<file path="src/bpq_pkg.sv">
// Shared types and codes for the bounded priority queue.
package bpq_pkg;

  localparam int FIELD_W = 16;

  // Command codes carried in req.cmd
  localparam logic [1:0] CMD_INSERT     = 2'd0;
  localparam logic [1:0] CMD_REMOVE_MIN = 2'd1;
  localparam logic [1:0] CMD_REMOVE_MAX = 2'd2;

  // Status codes carried in rsp.status
  localparam logic [1:0] STAT_OK    = 2'd0;
  localparam logic [1:0] STAT_FULL  = 2'd1;
  localparam logic [1:0] STAT_EMPTY = 2'd2;

  typedef struct packed {
    logic [1:0]                 cmd;
    logic signed [FIELD_W-1:0]  in_data;
    logic signed [FIELD_W-1:0]  in_priority;
  } req_beat_t;

  typedef struct packed {
    logic [1:0]                 status;
    logic signed [FIELD_W-1:0]  out_data;
    logic signed [FIELD_W-1:0]  out_priority;
  } rsp_beat_t;

  typedef enum logic [2:0] {
    S_IDLE,
    S_LOAD,
    S_SCAN,
    S_SHIFT,
    S_RESULT
  } state_t;

  // Source of the pending result
  typedef enum logic [2:0] {
    RES_ECHO_OK,
    RES_ECHO_FULL,
    RES_EMPTY,
    RES_NULL,
    RES_BEST
  } res_sel_t;

  typedef struct packed {
    logic     latch_in;
    logic     ins_write;
    logic     res_load;
    res_sel_t res_sel;
    logic     scan_start;
    logic     scan_step;
    logic     shift_step;
    logic     shift_done;
    logic     out_load;
  } ctl_cmd_t;

  typedef struct packed {
    logic [1:0] cmd;
    logic       full;
    logic       empty;
    logic       scan_last;
    logic       shift_last;
    logic       out_busy;
  } dp_stat_t;

endpackage

</file>
<file path="src/bounded_priority_queue.sv">
// Top level of the bounded priority queue: sequencer plus datapath.
//
//  channel  direction  handshake             beat
//  req      in         req_valid/req_stall   cmd, in_data, in_priority
//  rsp      out        rsp_valid/rsp_stall   status, out_data, out_priority
//
// One beat in, one beat out. Insert, null command, full and empty cases go
// from the load state straight to the result. Remove over n entries whose
// winner sits at position k: a scan over all n entries, then the entries
// behind k moved up, paced by the entry store's one read and one write per
// cycle (one compare per cycle, then one entry moved per cycle). The sequencer
// turns idle, ready for the next beat, as the result turns valid.
// Reset clears the entry count, the sequencer and rsp_valid; the store keeps its contents.
// A new request is taken only when the sequencer is idle, which may happen
// while the previous result still waits in the output register under stall.
module bounded_priority_queue #(
  parameter int DEPTH      = 16,
  parameter int DATA_WIDTH = 16,
  parameter int PRIO_WIDTH = 16
) (
  input  logic               clk,
  input  logic               rst,
  input  logic               req_valid,
  output logic               req_stall,
  input  bpq_pkg::req_beat_t req,
  output logic               rsp_valid,
  input  logic               rsp_stall,
  output bpq_pkg::rsp_beat_t rsp
);

  bpq_pkg::ctl_cmd_t ctl;
  bpq_pkg::dp_stat_t stat;

  // sequencer: decodes the latched command and steps the passes
  bpq_ctrl u_ctrl (
    .clk       (clk),
    .rst       (rst),
    .req_valid (req_valid),
    .req_stall (req_stall),
    .stat      (stat),
    .cmd       (ctl)
  );

  // datapath: store, comparator, counters, result and output registers
  bpq_dp #(
    .DEPTH      (DEPTH),
    .DATA_WIDTH (DATA_WIDTH),
    .PRIO_WIDTH (PRIO_WIDTH)
  ) u_dp (
    .clk       (clk),
    .rst       (rst),
    .req       (req),
    .rsp_valid (rsp_valid),
    .rsp_stall (rsp_stall),
    .rsp       (rsp),
    .cmd       (ctl),
    .stat      (stat)
  );

  // never write past capacity
  a_no_overfill: assert property (@(posedge clk) disable iff (rst)
    ctl.ins_write |-> !stat.full)
    else $error("insert written while full");

  // a pending result is never overwritten while the consumer stalls
  a_no_clobber: assert property (@(posedge clk) disable iff (rst)
    ctl.out_load |-> !(rsp_valid && rsp_stall))
    else $error("output register overwritten under stall");

  // one request at a time: after acceptance the input side is held off
  a_one_in_flight: assert property (@(posedge clk) disable iff (rst)
    (req_valid && !req_stall) |=> req_stall)
    else $error("second request accepted while busy");

  // empty removes return zero payload
  a_empty_zero: assert property (@(posedge clk) disable iff (rst)
    (rsp_valid && rsp.status == bpq_pkg::STAT_EMPTY) |->
      (rsp.out_data == '0 && rsp.out_priority == '0))
    else $error("empty result carries nonzero payload");

endmodule

</file>
<file path="src/bpq_ctrl.sv">
// Sequencer for insert, scan and gap-closing passes.
module bpq_ctrl (
  input  logic              clk,
  input  logic              rst,
  input  logic              req_valid,
  output logic              req_stall,
  input  bpq_pkg::dp_stat_t stat,
  output bpq_pkg::ctl_cmd_t cmd
);

  bpq_pkg::state_t state;
  bpq_pkg::state_t state_next;

  always_ff @(posedge clk) begin
    if (rst) begin
      state <= bpq_pkg::S_IDLE;
    end else begin
      state <= state_next;
    end
  end

  always_comb begin
    state_next = state;
    unique case (state)
      bpq_pkg::S_IDLE: begin
        if (req_valid) state_next = bpq_pkg::S_LOAD;
      end
      bpq_pkg::S_LOAD: begin
        if ((stat.cmd == bpq_pkg::CMD_REMOVE_MIN || stat.cmd == bpq_pkg::CMD_REMOVE_MAX)
            && !stat.empty) begin
          state_next = bpq_pkg::S_SCAN;
        end else begin
          state_next = bpq_pkg::S_RESULT;
        end
      end
      bpq_pkg::S_SCAN: begin
        if (stat.scan_last) state_next = bpq_pkg::S_SHIFT;
      end
      bpq_pkg::S_SHIFT: begin
        if (stat.shift_last) state_next = bpq_pkg::S_RESULT;
      end
      bpq_pkg::S_RESULT: begin
        if (!stat.out_busy) state_next = bpq_pkg::S_IDLE;
      end
      default: state_next = bpq_pkg::S_IDLE;
    endcase
  end

  always_comb begin
    cmd       = '0;
    cmd.res_sel = bpq_pkg::RES_NULL;
    req_stall = (state != bpq_pkg::S_IDLE);
    unique case (state)
      bpq_pkg::S_IDLE: begin
        cmd.latch_in = req_valid;
      end
      bpq_pkg::S_LOAD: begin
        unique case (stat.cmd)
          bpq_pkg::CMD_INSERT: begin
            cmd.res_load = 1'b1;
            if (stat.full) begin
              cmd.res_sel = bpq_pkg::RES_ECHO_FULL;
            end else begin
              cmd.ins_write = 1'b1;
              cmd.res_sel   = bpq_pkg::RES_ECHO_OK;
            end
          end
          bpq_pkg::CMD_REMOVE_MIN, bpq_pkg::CMD_REMOVE_MAX: begin
            if (stat.empty) begin
              cmd.res_load = 1'b1;
              cmd.res_sel  = bpq_pkg::RES_EMPTY;
            end else begin
              cmd.scan_start = 1'b1;
            end
          end
          default: begin
            cmd.res_load = 1'b1;
            cmd.res_sel  = bpq_pkg::RES_NULL;
          end
        endcase
      end
      bpq_pkg::S_SCAN: begin
        cmd.scan_step = 1'b1;
      end
      bpq_pkg::S_SHIFT: begin
        if (stat.shift_last) begin
          cmd.shift_done = 1'b1;
          cmd.res_load   = 1'b1;
          cmd.res_sel    = bpq_pkg::RES_BEST;
        end else begin
          cmd.shift_step = 1'b1;
        end
      end
      bpq_pkg::S_RESULT: begin
        cmd.out_load = !stat.out_busy;
      end
      default: begin
        cmd = '0;
      end
    endcase
  end

endmodule

</file>
<file path="src/bpq_dp.sv">
// Entry store, scan comparator, count and output register.
module bpq_dp #(
  parameter int DEPTH      = 16,
  parameter int DATA_WIDTH = 16,
  parameter int PRIO_WIDTH = 16
) (
  input  logic               clk,
  input  logic               rst,
  input  bpq_pkg::req_beat_t req,
  output logic               rsp_valid,
  input  logic               rsp_stall,
  output bpq_pkg::rsp_beat_t rsp,
  input  bpq_pkg::ctl_cmd_t  cmd,
  output bpq_pkg::dp_stat_t  stat
);

  localparam int AW        = $clog2(DEPTH);
  localparam int CW        = $clog2(DEPTH + 1);
  localparam int MEM_DEPTH = 1 << AW;
  localparam int EW        = DATA_WIDTH + PRIO_WIDTH;

  logic [EW-1:0] mem [MEM_DEPTH];
  logic [EW-1:0] rdata;
  logic [AW-1:0] raddr;

  logic [1:0]                        cmd_q;
  logic signed [bpq_pkg::FIELD_W-1:0] data_q;
  logic signed [bpq_pkg::FIELD_W-1:0] prio_q;

  logic [CW-1:0] count;
  logic [AW-1:0] pos;
  logic [AW-1:0] wp;
  logic [AW-1:0] best_idx;
  logic signed [DATA_WIDTH-1:0] best_d;
  logic signed [PRIO_WIDTH-1:0] best_p;

  bpq_pkg::rsp_beat_t res;

  logic signed [DATA_WIDTH-1:0] rd_d;
  logic signed [PRIO_WIDTH-1:0] rd_p;
  logic signed [DATA_WIDTH-1:0] wr_d;
  logic signed [PRIO_WIDTH-1:0] wr_p;
  logic                         better;
  logic [AW-1:0]                sel_idx;
  logic                         scan_last;
  logic                         shift_last;

  assign rd_d = rdata[EW-1:PRIO_WIDTH];
  assign rd_p = rdata[PRIO_WIDTH-1:0];
  // sign-extend or truncate the 16-bit fields into storage width
  assign wr_d = DATA_WIDTH'(data_q);
  assign wr_p = PRIO_WIDTH'(prio_q);

  assign scan_last  = (CW'(pos) == count - CW'(1));
  assign shift_last = (CW'(wp) == count - CW'(1));

  // first entry always wins; ties keep the older one
  always_comb begin
    if (pos == '0) begin
      better = 1'b1;
    end else if (cmd_q == bpq_pkg::CMD_REMOVE_MAX) begin
      better = (rd_p > best_p);
    end else begin
      better = (rd_p < best_p);
    end
  end

  assign sel_idx = better ? pos : best_idx;

  always_comb begin
    priority if (cmd.scan_step && scan_last) begin
      raddr = AW'({1'b0, sel_idx} + (AW+1)'(1));
    end else if (cmd.scan_step) begin
      raddr = AW'({1'b0, pos} + (AW+1)'(1));
    end else if (cmd.shift_step) begin
      raddr = AW'({1'b0, wp} + (AW+1)'(2));
    end else begin
      raddr = '0;
    end
  end

  always_ff @(posedge clk) begin
    rdata <= mem[raddr];
    if (cmd.ins_write) begin
      mem[count[AW-1:0]] <= {wr_d, wr_p};
    end else if (cmd.shift_step) begin
      mem[wp] <= rdata;
    end
  end

  always_ff @(posedge clk) begin
    if (cmd.latch_in) begin
      cmd_q  <= req.cmd;
      data_q <= req.in_data;
      prio_q <= req.in_priority;
    end
    if (cmd.scan_start) begin
      pos <= '0;
    end else if (cmd.scan_step && !scan_last) begin
      pos <= pos + AW'(1);
    end
    if (cmd.scan_step && better) begin
      best_idx <= pos;
      best_d   <= rd_d;
      best_p   <= rd_p;
    end
    if (cmd.scan_step && scan_last) begin
      wp <= sel_idx;
    end else if (cmd.shift_step) begin
      wp <= wp + AW'(1);
    end
    if (cmd.res_load) begin
      unique case (cmd.res_sel)
        bpq_pkg::RES_ECHO_OK:   res <= {bpq_pkg::STAT_OK, data_q, prio_q};
        bpq_pkg::RES_ECHO_FULL: res <= {bpq_pkg::STAT_FULL, data_q, prio_q};
        bpq_pkg::RES_EMPTY:     res <= {bpq_pkg::STAT_EMPTY, 32'd0};
        bpq_pkg::RES_BEST: begin
          res <= {bpq_pkg::STAT_OK, bpq_pkg::FIELD_W'(best_d),
                  bpq_pkg::FIELD_W'(best_p)};
        end
        default:                res <= {bpq_pkg::STAT_OK, 32'd0};
      endcase
    end
  end

  always_ff @(posedge clk) begin
    if (rst) begin
      count <= '0;
    end else if (cmd.ins_write) begin
      count <= count + CW'(1);
    end else if (cmd.shift_done) begin
      count <= count - CW'(1);
    end
  end

  always_ff @(posedge clk) begin
    if (rst) begin
      rsp_valid <= 1'b0;
    end else if (cmd.out_load) begin
      rsp_valid <= 1'b1;
    end else if (!rsp_stall) begin
      rsp_valid <= 1'b0;
    end
  end

  always_ff @(posedge clk) begin
    if (cmd.out_load) rsp <= res;
  end

  assign stat.cmd        = cmd_q;
  assign stat.full       = (count == CW'(DEPTH));
  assign stat.empty      = (count == '0);
  assign stat.scan_last  = scan_last;
  assign stat.shift_last = shift_last;
  assign stat.out_busy   = rsp_valid && rsp_stall;

endmodule

</file>
<file path="config.mk">
export PLATFORM = sky130hd
export DESIGN_NAME = bounded_priority_queue
export DESIGN_NICKNAME = d
export VERILOG_FILES = /design/src/bpq_pkg.sv /design/src/bounded_priority_queue.sv /design/src/bpq_ctrl.sv /design/src/bpq_dp.sv
export SDC_FILE = /design/constraint.sdc
export NUM_CORES = 1
export LEC_CHECK = 0
export BUFFER_PORTS_ARGS = -buffer_cell sky130_fd_sc_hd__buf_2
export CAP_MARGIN = 40
export CORE_MARGIN = 5
export CORE_UTILIZATION = 56
export DETAILED_ROUTE_END_ITERATION = 8
export PLACE_DENSITY = 0.81
export REMOVE_ABC_BUFFERS = 1
export SYNTH_ARGS = -nofsm -noshare
export SYNTH_HDL_FRONTEND = slang
export SYNTH_HIERARCHICAL = 1
export SYNTH_SLANG_ARGS = --single-unit
export TNS_END_PERCENT = 100
</file>
<file path="constraint.sdc">
create_clock -name clk -period 6.8 [get_ports clk]
set_clock_uncertainty 0.1 [all_clocks]
set_input_delay 0 -clock clk [delete_from_list [all_inputs] [get_ports clk]]
set_output_delay 0 -clock clk [all_outputs]
set_load 0.03 [all_outputs]
</file>
### After elaboration in Yosys (flattened, before gate mapping)

Memory sizes are Yosys's and may differ from the RTL's. A register that Yosys moved wholly into a read port is not among the register bits.
Cells that the tools add are included.
Widths: inputs -> output; s select.

* register bits after elaboration: 155
* bits in writable memories: 512
* input bits: 38
* output and inout bits: 36
* memories kept: 1

* add/subtract/negate cells: 7
* $lt $le $gt $ge: 2
* equality and inequality tests: 17
* muxes and demuxes: 44
* reduce and logical (&&, ||, !) cells: 21

Memories
* u_dp.mem: words 16, width 32, read ports 1, clocked after memory_dff 1, wr ports 1, RTL line bpq_dp.sv:22 `logic [EW-1:0] mem [MEM_DEPTH];`

Operators by type and width (count)
* $pmux 34 s4: 1
* $mux 4: 9
* $mux 32: 1
* $reduce_or 32->1: 1
* $mux 1: 22
* $add 4x1->4 const B: 4
* $gt 16x16->1: 1
* $lt 16x16->1: 1
* $mux 3: 5
* $pmux 3 s5: 1
* $pmux 4 s3: 1
* $eq 4x5->1: 2
* $mux 5: 2
* $eq 3x2->1 const B: 3
* $pmux 4 s2: 1
* $eq 3x1->1 const B: 2
* $eq 3x3->1 const B: 2
* $logic_not 3->1: 2
* $ne 2x1->1 const B: 3
* $add 5x1->5 const B: 1
* $eq 5x5->1 const B: 1
* $logic_and 1x1->1: 5
* $logic_not 5->1: 1
* $sub 5x1->5 const B: 1
* other kinds (14): 18

### Longest topological paths before layout

Gate-level depths: netlist (run 1).

* word-level depth: 9
* mapped depth: 18
* depth with buffers taken out: 14

### Cells and area by module

The synthesis (run 1) kept the hierarchy.

By module, submodules not included
* bpq_dp: instances 1, cells each 1280, area an instance 26930.8 sq um
* bpq_ctrl: instances 1, cells each 50, area an instance 376.6 sq um

### Worst setup path after synthesis (run 1)

No wires, ideal clock.

* path kind: reg-to-reg
* start point: register u_dp.rsp_valid
* end point: register u_dp/rsp[0] (netlist name)
* arrival time: 3.944 ns
* required time: 6.186 ns
* setup slack: 2.242 ns
* cell stages (with the launch flop): 3
* path buffers: 0
* period minus slack after synthesis: 4.558 ns
* path through: dfxtp_1 > and2_1 > nor4_1

RTL lines
* start, declared: RTL line bpq_dp.sv:10 `output logic rsp_valid,`
* start signal, assigned: RTL line bpq_dp.sv:138 `rsp_valid <= 1'b0;`
* start signal, assigned: RTL line bpq_dp.sv:140 `rsp_valid <= 1'b1;`
* start signal, assigned: RTL line bpq_dp.sv:142 `rsp_valid <= 1'b0;`

### Final worst setup path (run 1)

* start point: register u_dp.best_p[1]
* end point: register u_dp.rdata[13], read port of u_dp.mem

* longest elaborated chain between the ends: 6
* elaborated cells between the ends (all ways): 7
* those cells by class: add/sub: 1; order compare: 2; mux: 4

RTL lines
* start, declared: RTL line bpq_dp.sv:35 `logic signed [PRIO_WIDTH-1:0] best_p;`
* start signal, assigned: RTL line bpq_dp.sv:105 `best_p <= rd_p;`
* $lt 16x16->1 or $gt 16x16->1 (tied branches): RTL line bpq_dp.sv:64, bpq_dp.sv:62
* $mux 1 *: RTL line bpq_dp.sv:61 `end else if (cmd_q == bpq_pkg::CMD_REMOVE_MAX) begin`
* $mux 1 *: RTL line bpq_dp.sv:59 `if (pos == '0) begin`
* $mux 4 *: RTL line bpq_dp.sv:68 `assign sel_idx = better ? pos : best_idx;`
* $add 4x1->4 *: RTL line bpq_dp.sv:72 `raddr = AW'({1'b0, sel_idx} + (AW+1)'(1));`
* $mux 4 *: RTL line bpq_dp.sv:71 `priority if (cmd.scan_step && scan_last) begin`
* end, declared: RTL line bpq_dp.sv:23 `logic [EW-1:0] rdata;`

Every way passes the cells marked *; elsewhere a longest branch is shown, timed or not.
A chain may end at the register's enable or synchronous reset.

==> impl_metrics.yaml, run 1 <==
yosys:
  synth_area_leader_cell: "edfxtp_1"
  synth_edf_count: 654
  synth_seq_cells: 699
  yosys-top-cells-area: "edfxtp_1 (72%), mux4_2 (9.5%), mux2i_1 (3.6%)"
  synth_top_cell_area_share: 0.7192
  syn_area_sq_mm: 0.02731
  synth-main-ff-cell: "edfxtp_1"
  ys_async_sr_fraction: 0
  synthTopCellsByCount: "edfxtp_1 (654), mux4_2 (115), mux2i_1 (99)"
  syn_avg_cell_area_sq_um: 20.53
  netlist-cell-type-count: 67
  yosysMostFrequentCell: "edfxtp_1"
  yosysSeqAreaShare: 0.7522
  yosys_warnings: 6
  syn_inst: 1330
finish:
  final_util: 0.6492
  num_antenna_cells: 0
  syn2layout_area_growth_pct: 15.40
  fin_area_sq_mm: 0.03151
  drive_above_1_share: 0.2603
  fin_nets: 1582
sta:
  setup-violations-final: 0
  period_needed_ns: 5.204
  timing.final.hold_violations: 0
  rsz0062_at_grt: "false"
  max_freq_mhz: 192.2
  post-route-period-util: 0.7652
  slew_headroom: 0.2554
  worstMarginPinSlew_ns: 1.117
  drv_slew: 0
  hold_slack_ns: 0.02159
drt:
  first_iter_violations: 1618
  routedWlPerCell_um: 28.33
  vias: 13930
  drtPass1Iterations: 5
  ant_nets: 0
  finalWirelength_um: 62230
  via_per_inst: 6.338
  remaining_drc_errors: 0
clock_network:
  cts_htree_levels: 3
  ctsRootBufferMaster: "clkbuf_16"
  clkTransAtPathRegs_ns: 0.06
  cts_buffers: 70
  insertion_delay_ns: 0.61
  postCtsSetupBuffers: 0
  cts_tree: "yes"
  cts.sinks: 699
  clockBufferDepth: 3
floorplanning:
  die_y_um: 230.8
  pin_count: 74
  core_sq_mm: 0.04855
  die_x_um: 230.8
  die_area_sq_mm: 0.05328
  start_util: 0.5625
  core.rowCount: 81
setup_path:
  endpoint_kind: "flip-flop"
  cp_data_arrival_time_ns: 5.58
  path_cells: "inv_1 -> ha_1 -> nor2b_1 -> o211ai_1 -> a21oi_2 -> nor4_1 -> nor3_4 -> nor3_1 -> nor3_1 -> nor3_4 -> buf_4 -> mux4_2 -> mux2i_1 -> mux2i_1"
  crit_slowest_cell: "nor3_4"
  cp.buffers_inverters: 2
  crit_family: "simple AND/OR/NAND/NOR gates"
  cpPeakStageDelay_ns: 0.71
  worstSetupPathType: "flip-flop to flip-flop"
  cp_max_fo: 28
  required_ns: 7.18
  worstSetupStartpointType: "flip-flop"
global_routing:
  grt_max_degree: 89
  grt_pass1_wl_um: 91820
  grt_pass1_vias: 14290
  grt_overflow: 0
  antenna_found_initial: 1
  grt_use_total: 0.2346
power_and_ir_drop:
  p_leak_uw: 0.01093
  power.density_mw_per_mm2: 302.9
  max-vdd-ir-drop_mv: 0.2003
worst_hold_path:
  hold_class: "input port to flip-flop"
placed_design:
  routabilityCongestion: 0.8715
  dp.final_hpwl_um: 32940
  port_buffers: 73
  postPlaceCellArea_sq_mm: 0.02858
status:
  status: "finished, final reports clean"
job:
  max-cap-violations: 0
-- metrics by stage --
step                setup slack (ns)  TNS [ns]  total power [uW]  std cells
global placement               1.890         0              5778       1999
detailed placement             1.721         0              5812       2000
global route                   1.323         0              9861       2197
CTS                            1.647         0              9590       2193
floorplan                     -5.759   -174.48              5557       1267
finish                         1.596         0              9547       2197
-- cell type report --
| cell class | instances | area (sq um) |
|---|---|---|
| Multi-Input combinational cell | 537 | 6455 |
| Fill cell | 3056 | 17030 |
| Tap cell | 622 | 778.2 |
| Clock inverter | 42 | 399.1 |
| Timing Repair Buffer | 179 | 1359 |
| Clock buffer | 87 | 1867 |
| Inverter | 31 | 116.4 |
| Sequential cell | 699 | 20540 |
-- final timing paths --
| path | slack, ns | cells after the start | startpoint | to |
|---|---|---|---|---|
| max | 1.60 | 14 | u_dp/best_p[1]$_DFFE_PP_ | u_dp/rdata[13]$_DFF_P_ |
| min | 0.02 | 2 | req[32] | u_dp/cmd_q[0]$_DFFE_PP_ |
| max reg2reg | 1.60 | 14 | u_dp/best_p[1]$_DFFE_PP_ | u_dp/rdata[13]$_DFF_P_ |
| min reg2reg | 0.30 | 0 | u_dp/res[23]$_DFFE_PP_ | u_dp/rsp[23]$_DFFE_PP_ |
-- report_power, final --
| part | switching (uW) | internal (uW) |
|---|---|---|
| Clock | 1620 | 2160 |
| Combinational | 468 | 241 |
| Sequential | 102 | 4960 |
| Total | 2180 | 7360 |
-- metal layers --
| metal | track usage | share of wire | vias to the layer above |
|---|---|---|---|
| li1 | - | - | 5804 |
| met1 | 0.3189 | 0.38 | 7187 |
| met2 | 0.3764 | 0.49 | 790 |
| met3 | 0.05325 | 0.092 | 144 |
| met4 | 0.09194 | 0.038 | 0 |
| met5 | 0 | 0 | - |
-- logic make-up after synthesis --
| kind of cell | synth area share |
|---|---|
| AO/OA/AOI/OAI | 0.02653 |
| multiplexers | 0.1568 |
| XOR/XNOR | 0.007973 |
| AND/OR/NAND/NOR | 0.02575 |
| buffers and inverters | 0.01883 |
| adder cells (fa/ha/maj) | 0.01191 |
| flip-flops | 0.7522 |
-- sequential cells by signal, summed over array words and instances, names as in the netlist --
name	cells
u_dp/pos	4
u_ctrl/state	3
u_dp/res	34
u_dp/count	5
u_dp/mem	512
u_dp/data_q	16
u_dp/prio_q	16
u_dp/cmd_q	2
u_dp/rdata	32
u_dp/rsp_valid	1
u_dp/wp	4
u_dp/best_p	16
u_dp/best_idx	4
u_dp/rsp	34
u_dp/best_d	16
-- repair_timing --
item                      CTS  global route
hold endpoints to repair   43             0
hold buffers               64             0
gates resized for setup     0             0
-- cell usage in the layout (no fill, tap or decap), types with 4 or more instances in the layout --
| master | count |
|---|---|
| xnor2_1 | 13 |
| nor2_1 | 25 |
| buf_2 | 76 |
| nand2_1 | 28 |
| mux4_2 | 115 |
| nor3b_1 | 6 |
| a21oi_1 | 16 |
| clkbuf_1 | 13 |
| nor4_1 | 4 |
| dlygate4sd3_1 | 64 |
| buf_4 | 35 |
| a32oi_1 | 4 |
| clkinv_2 | 18 |
| nor3_1 | 7 |
| a22o_1 | 32 |
| clkbuf_16 | 71 |
| clkinv_1 | 10 |
| nor2b_1 | 6 |
| a31oi_1 | 5 |
| xor2_1 | 10 |
| bufinv_16 | 5 |
| or3_1 | 4 |
| dfxtp_1 | 45 |
| o21ai_0 | 12 |
| nor2_4 | 18 |
| ha_1 | 26 |
| mux4_1 | 13 |
| mux2_2 | 32 |
| edfxtp_1 | 654 |
| nand4_1 | 4 |
| nand2b_1 | 6 |
| inv_1 | 30 |
| nand3_1 | 6 |
| mux2i_1 | 98 |
Power figures use the tool's default switching activity.
==> run 2, diff against run 1 <==
ABC_AREA = 1   (was not set)
clock period = 5.1 ns   (was 6.8 ns; I/O delays follow)
==> impl_metrics.yaml, run 2 <==
status:
  status: "finished, final reports clean"
setup_path:
  cp_max_fo: 22
  cp_data_arrival_time_ns: 4.33
  required_ns: 5.29
  path_cells: "inv_2 -> ha_1 -> inv_1 -> nor2_1 -> o21ai_0 -> a21oi_1 -> o21ai_0 -> nor3_1 -> inv_1 -> nand2_2 -> inv_1 -> nand2_2 -> mux2_2 -> nor2_1 -> nand2_1 -> nor2_4 -> buf_12"
  worstSetupStartpointType: "flip-flop"
  cpPeakStageDelay_ns: 0.50
  worstSetupPathType: "flip-flop to flip-flop"
  cpMostUsedCell: "inv_1"
  crit_family: "simple AND/OR/NAND/NOR gates"
  cp.buffers_inverters: 5
  endpoint_kind: "flip-flop"
  crit_slowest_cell: "dfxtp_1"
finish:
  layout_commonest_cell: "nand2_1"
  fin_nets: 2778
  syn2layout_area_growth_pct: 14.16
  reg.largest.list: "u_dp/mem (512), u_dp/res (34), u_dp/rsp (34)"
  drive_above_1_share: 0.1144
  largest_reg_flops: 512
  nFillCells: 3575
  final_util: 0.6415
  final_cell_mix: "nand2_1 (755), edfxtp_1 (654), nand3_1 (590)"
  top_register: "u_dp/mem"
  fin_area_sq_mm: 0.03357
drt:
  via_per_inst: 6.029
  remaining_drc_errors: 0
  routedWlPerCell_um: 21.33
  ant_nets: 0
  first_iter_violations: 2928
  finalWirelength_um: 73820
  vias: 20860
  drtPass1Iterations: 7
yosys:
  yosysSeqAreaShare: 0.6984
  yosys-top-cells-area: "edfxtp_1 (67%), nand3_1 (10%), nand2_1 (9.6%)"
  synth-main-ff-cell: "edfxtp_1"
  syn_avg_cell_area_sq_um: 11.29
  synth_seq_cells: 699
  yosysMostFrequentCell: "nand2_1"
  netlist-cell-type-count: 37
  synth_area_leader_cell: "edfxtp_1"
  synth_edf_count: 654
  yosys_warnings: 6
  synthTopCellsByCount: "nand2_1 (756), edfxtp_1 (654), nand3_1 (591)"
  syn_area_sq_mm: 0.02941
  syn_inst: 2606
  synth_top_cell_area_share: 0.6677
  ys_async_sr_fraction: 0
clock_network:
  clkTransAtPathRegs_ns: 0.06
  postCtsSetupBuffers: 0
  cts_buffers: 70
  cts_htree_levels: 3
  clockBufferDepth: 3
  insertion_delay_ns: 0.61
  ctsRootBufferMaster: "clkbuf_16"
  cts.sinks: 699
  cts_tree: "yes"
power_and_ir_drop:
  p_leak_uw: 0.01320
  max-vdd-ir-drop_mv: 0.4194
  power.density_mw_per_mm2: 565.7
global_routing:
  grt_pass1_vias: 20680
  grt_use_total: 0.2527
  antenna_found_initial: 0
  grt_pass1_wl_um: 113300
  grt_max_degree: 189
  grt_overflow: 0
floorplanning:
  start_util: 0.5619
  die_x_um: 239.2
  die_area_sq_mm: 0.05720
  core.rowCount: 84
  pin_count: 74
  core_sq_mm: 0.05234
  die_y_um: 239.2
sta:
  max_freq_mhz: 241.3
  worstMarginPinSlew_ns: 1.064
  drv_slew: 0
  post-route-period-util: 0.8126
  setup-violations-final: 0
  timing.final.hold_violations: 0
  period_needed_ns: 4.144
  slew_headroom: 0.2904
  rsz0062_at_grt: "false"
job:
  max-cap-violations: 0
placed_design:
  port_buffers: 73
  postPlaceCellArea_sq_mm: 0.03062
  dp.final_hpwl_um: 38510
  routabilityCongestion: 0.8677
worst_hold_path:
  hold_class: "input port to flip-flop"
## run 2: through the flow
step | setup WS [ns] | power, uW | TNS [ns] | instances | hold slack (ns)
floorplan | -3.397 | 11610 | -184.52 | 2443 | -0.03093
global placement | 1.004 | 13180 | 0 | 3258 | 0.07677
detailed placement | 1.053 | 13530 | 0 | 3272 | 0.07809
CTS | 0.9987 | 18900 | 0 | 3453 | 0.0002091
global route | 0.6676 | 19890 | 0 | 3459 | 0.02219
finish | 0.9559 | 18990 | 0 | 3460 | 0.02040
## run 2: cell families after synthesis
family / count (synthesis) / share of synthesized area
adders and majority gates: 26 / 0.01106
buffers and inverters: 290 / 0.04731
xor gates and xnor gates: 11 / 0.003787
AOI/OAI and AO/OA: 112 / 0.02144
DFF: 699 / 0.6984
muxes: 1 / 0.0003829
and+or+nand+nor: 1467 / 0.2176
## run 2: repair_timing
item	CTS	global route
hold buffers	52	0
gates resized for setup	0	0
endpoints found under the hold margin	43	0
## run 2: worst paths after layout
check        slack, ns                        from  cells after the start                        end
min               0.02                      req[4]                      2   u_dp/prio_q[4]$_DFFE_PP_
min reg2reg       0.32      u_dp/res[21]$_DFFE_PP_                      0     u_dp/rsp[21]$_DFFE_PP_
max reg2reg       0.96  u_dp/count[0]$_SDFFE_PP0P_                     17  u_dp/mem[2][11]$_DFFE_PP_
max               0.96  u_dp/count[0]$_SDFFE_PP0P_                     17  u_dp/mem[2][11]$_DFFE_PP_
## run 2: power breakdown
| part | leakage, uW | internal, uW | switching, uW |
|---|---|---|---|
| Clock | 0.00116 | 3160 | 2140 |
| Sequential | 0.00629 | 7400 | 275 |
| Combinational | 0.00575 | 1730 | 4280 |
| Total | 0.0132 | 12300 | 6700 |
## run 2: routing by layer
| layer | wire length (um) | global-route usage |
|---|---|---|
| met2 | 36280 | 0.4203 |
| met1 | 26440 | 0.3265 |
| met3 | 8815 | 0.05769 |
| met4 | 2280 | 0.09960 |
| met5 | 0 | 0 |
## run 2: area by class of cell
cell class	instances	area (sq um)	share of cell area
multi-input combinational	1617	7672	0.2285
clock buffer	90	1941	0.05780
sequential	699	20540	0.6118
tap	688	860.8	0.02564
antenna	1	2.502	0.00007453
clock inverter	39	445.4	0.01327
inverter	127	476.7	0.01420
timing repair buffer	199	1637	0.04874
==> run 3, diff against run 2 <==
ABC_AREA = 0   (was 1)
clock period = 4 ns   (was 5.1 ns; I/O delays follow)
==> impl_metrics.yaml, run 3 (synthesis gave the netlist of run 1 again) <==
floorplanning:
  die_x_um: 230.8
  die_y_um: 230.8
  die_area_sq_mm: 0.05328
  core.rowCount: 81
  core_sq_mm: 0.04855
  pin_count: 74
  start_util: 0.5625
status:
  status: "finished, violations left"
  violations: "negative setup slack"
drt:
  routedWlPerCell_um: 30.68
  first_iter_violations: 1744
  remaining_drc_errors: 0
  drtPass1Iterations: 5
  vias: 14720
  finalWirelength_um: 69980
  ant_nets: 0
  via_per_inst: 6.455
sta:
  rsz0062_at_grt: "true"
  hold_slack_ns: 0.02266
  slew_headroom: 0.4162
  timing.final.ws_setup_ns: -0.3772
  timing.final.hold_violations: 0
  period_needed_ns: 4.377
  drv_slew: 0
  post-route-period-util: 1.094
  max_freq_mhz: 228.5
  worstMarginPinSlew_ns: 0.8739
  setup-violations-final: 32
clock_network:
  cts_buffers: 70
  cts_tree: "yes"
  ctsRootBufferMaster: "clkbuf_16"
  clkTransAtPathRegs_ns: 0.07
  insertion_delay_ns: 0.62
  cts.sinks: 699
  cts_htree_levels: 3
  clockBufferDepth: 3
finish:
  final_cell_mix: "edfxtp_1 (654), mux4_2 (125), mux2i_1 (88)"
  reg.largest.list: "u_dp/mem (512), u_dp/res (34), u_dp/rsp (34)"
  syn2layout_area_growth_pct: 20.57
  largest_reg_flops: 512
  fin_nets: 1666
  nFillCells: 2783
  top_register: "u_dp/mem"
  num_antenna_cells: 0
  drive_above_1_share: 0.3231
  regArea_sq_mm: 0.02054
  layout_commonest_cell: "edfxtp_1"
  multi_input_comb_area_sq_mm: 0.006671
setup_path:
  worstSetupStartpointType: "flip-flop"
  cpMostUsedCell: "buf_12"
  crit_slowest_cell: "or4_4"
  worstRegToRegCells: 17
  cp_max_fo: 8
  cp_data_arrival_time_ns: 4.76
  worstSetupPathType: "flip-flop to flip-flop"
  endpoint_kind: "flip-flop"
  required_ns: 4.39
  cpPeakStageDelay_ns: 0.54
  path_cells: "inv_2 -> ha_4 -> nand4_4 -> or4_4 -> a21oi_4 -> a2bb2oi_4 -> nor3_4 -> buf_4 -> or3_1 -> nor3_2 -> nor3_4 -> buf_12 -> buf_12 -> buf_12 -> mux4_2 -> mux2i_2 -> mux2i_1"
global_routing:
  grt_max_degree: 44
  grt_use_total: 0.2623
  grt_pass1_wl_um: 101200
  antenna_found_initial: 1
  grt_pass1_vias: 15280
  grt_overflow: 0
power_and_ir_drop:
  p_seq_frac: 0.520
  max-vdd-ir-drop_mv: 0.4316
  comb_power_share: 0.082
  sw_frac_of_total: 0.2313
  power.density_mw_per_mm2: 502.1
  p_total_uw: 16530
  switchingPower_uw: 3823
  pwr-share-clk: 0.398
  p_leak_uw: 0.01144
  internal-power_uw: 12710
placed_design:
  port_buffers: 73
  dp.final_hpwl_um: 34060
  routabilityCongestion: 0.8212
worst_hold_path:
  min_path_cells: 2
  hold_class: "input port to flip-flop"
job:
  max-cap-violations: 0
[run 3: cell types whose count changed in the layout (fill, tap and decap cells not counted), sizes merged, moves of 43 or more]
cell | previous run | this run
buf | 147 | 203
mux2i | 0 | 99
mux4 | 0 | 128
nand2 | 766 | 28
inv | 132 | 37
nor2 | 87 | 44
nand3 | 596 | 6
[run 3: final timing paths]
| path | slack (ns) | endpoint | startpoint |
|---|---|---|---|
| min reg2reg | 0.31 | u_dp/rsp[3]$_DFFE_PP_ | u_dp/res[3]$_DFFE_PP_ |
| max reg2reg | -0.38 | u_dp/rdata[10]$_DFF_P_ | u_dp/best_p[14]$_DFFE_PP_ |
| max | -0.38 | u_dp/rdata[10]$_DFF_P_ | u_dp/best_p[14]$_DFFE_PP_ |
| min | 0.02 | u_dp/prio_q[4]$_DFFE_PP_ | req[4] |
[run 3: per-layer routing]
| layer | wire, um | part of all wire | GRT usage | vias to the layer above |
|---|---|---|---|---|
| met4 | 3278 | 0.047 | 0.1111 | 0 |
| met1 | 24370 | 0.35 | 0.3356 | 7492 |
| met5 | 0 | 0 | 0 | - |
| met3 | 7987 | 0.11 | 0.06358 | 214 |
| met2 | 34350 | 0.49 | 0.4357 | 1051 |
| li1 | - | - | - | 5966 |
[run 3: layout make-up]
type,instances,area share
tap,622,0.02364
inverter,31,0.003534
clock inverter,37,0.01045
multi-input combinational,537,0.2026
clock buffer,92,0.05913
sequential,699,0.6239
timing repair buffer,263,0.07677
[run 3: worst max-delay path, delay by kind of cell (launching register included)]
| family | cells | cell delay, ns |
|---|---|---|
| and+or+nand+nor | 6 | 1.43 |
| muxes | 3 | 0.83 |
| buffers and inverters | 5 | 0.73 |
| AOI/OAI and AO/OA | 2 | 0.42 |
| DFF | 1 | 0.41 |
| adders and majority gates | 1 | 0.32 |
[run 3: power by group through the flow]
stage,clock [uW],sequential [uW],combinational (uW)
5_1_grt,6980,8610,1450
4_1_cts,6590,8590,1310
2_1_floorplan,0,8760,691
6_report,6580,8600,1350
3_5_place_dp,0,8740,1190
3_3_place_gp,0,8730,1140
[run 3: what timing repair did]
action | CTS | global route
endpoints found under the hold margin | 43 | 0
setup buffers | 22 | 4
gates cloned | 3 | 0
pin swaps | 12 | 3
setup endpoints to repair | 32 | 32
hold buffers | 60 | 0
resized for setup | 50 | 20
[run 3: metrics by stage]
| stage | instances | util | setup TNS (ns) | setup slack [ns] | cell area, sq um |
|---|---|---|---|---|---|
| floorplan | 1267 | - | -1284.39 | -8.559 | 26910 |
| CTS | 2275 | 0.6758 | -4.361 | -0.2006 | 32810 |
| global placement | 2063 | 0.6064 | -0.7418 | -0.09651 | 29440 |
| detailed placement | 2067 | 0.6070 | -10.12 | -0.4079 | 29470 |
| finish | 2281 | 0.6782 | -9.626 | -0.3772 | 32920 |
| global route | 2281 | 0.6782 | -12.06 | -0.4373 | 32920 |
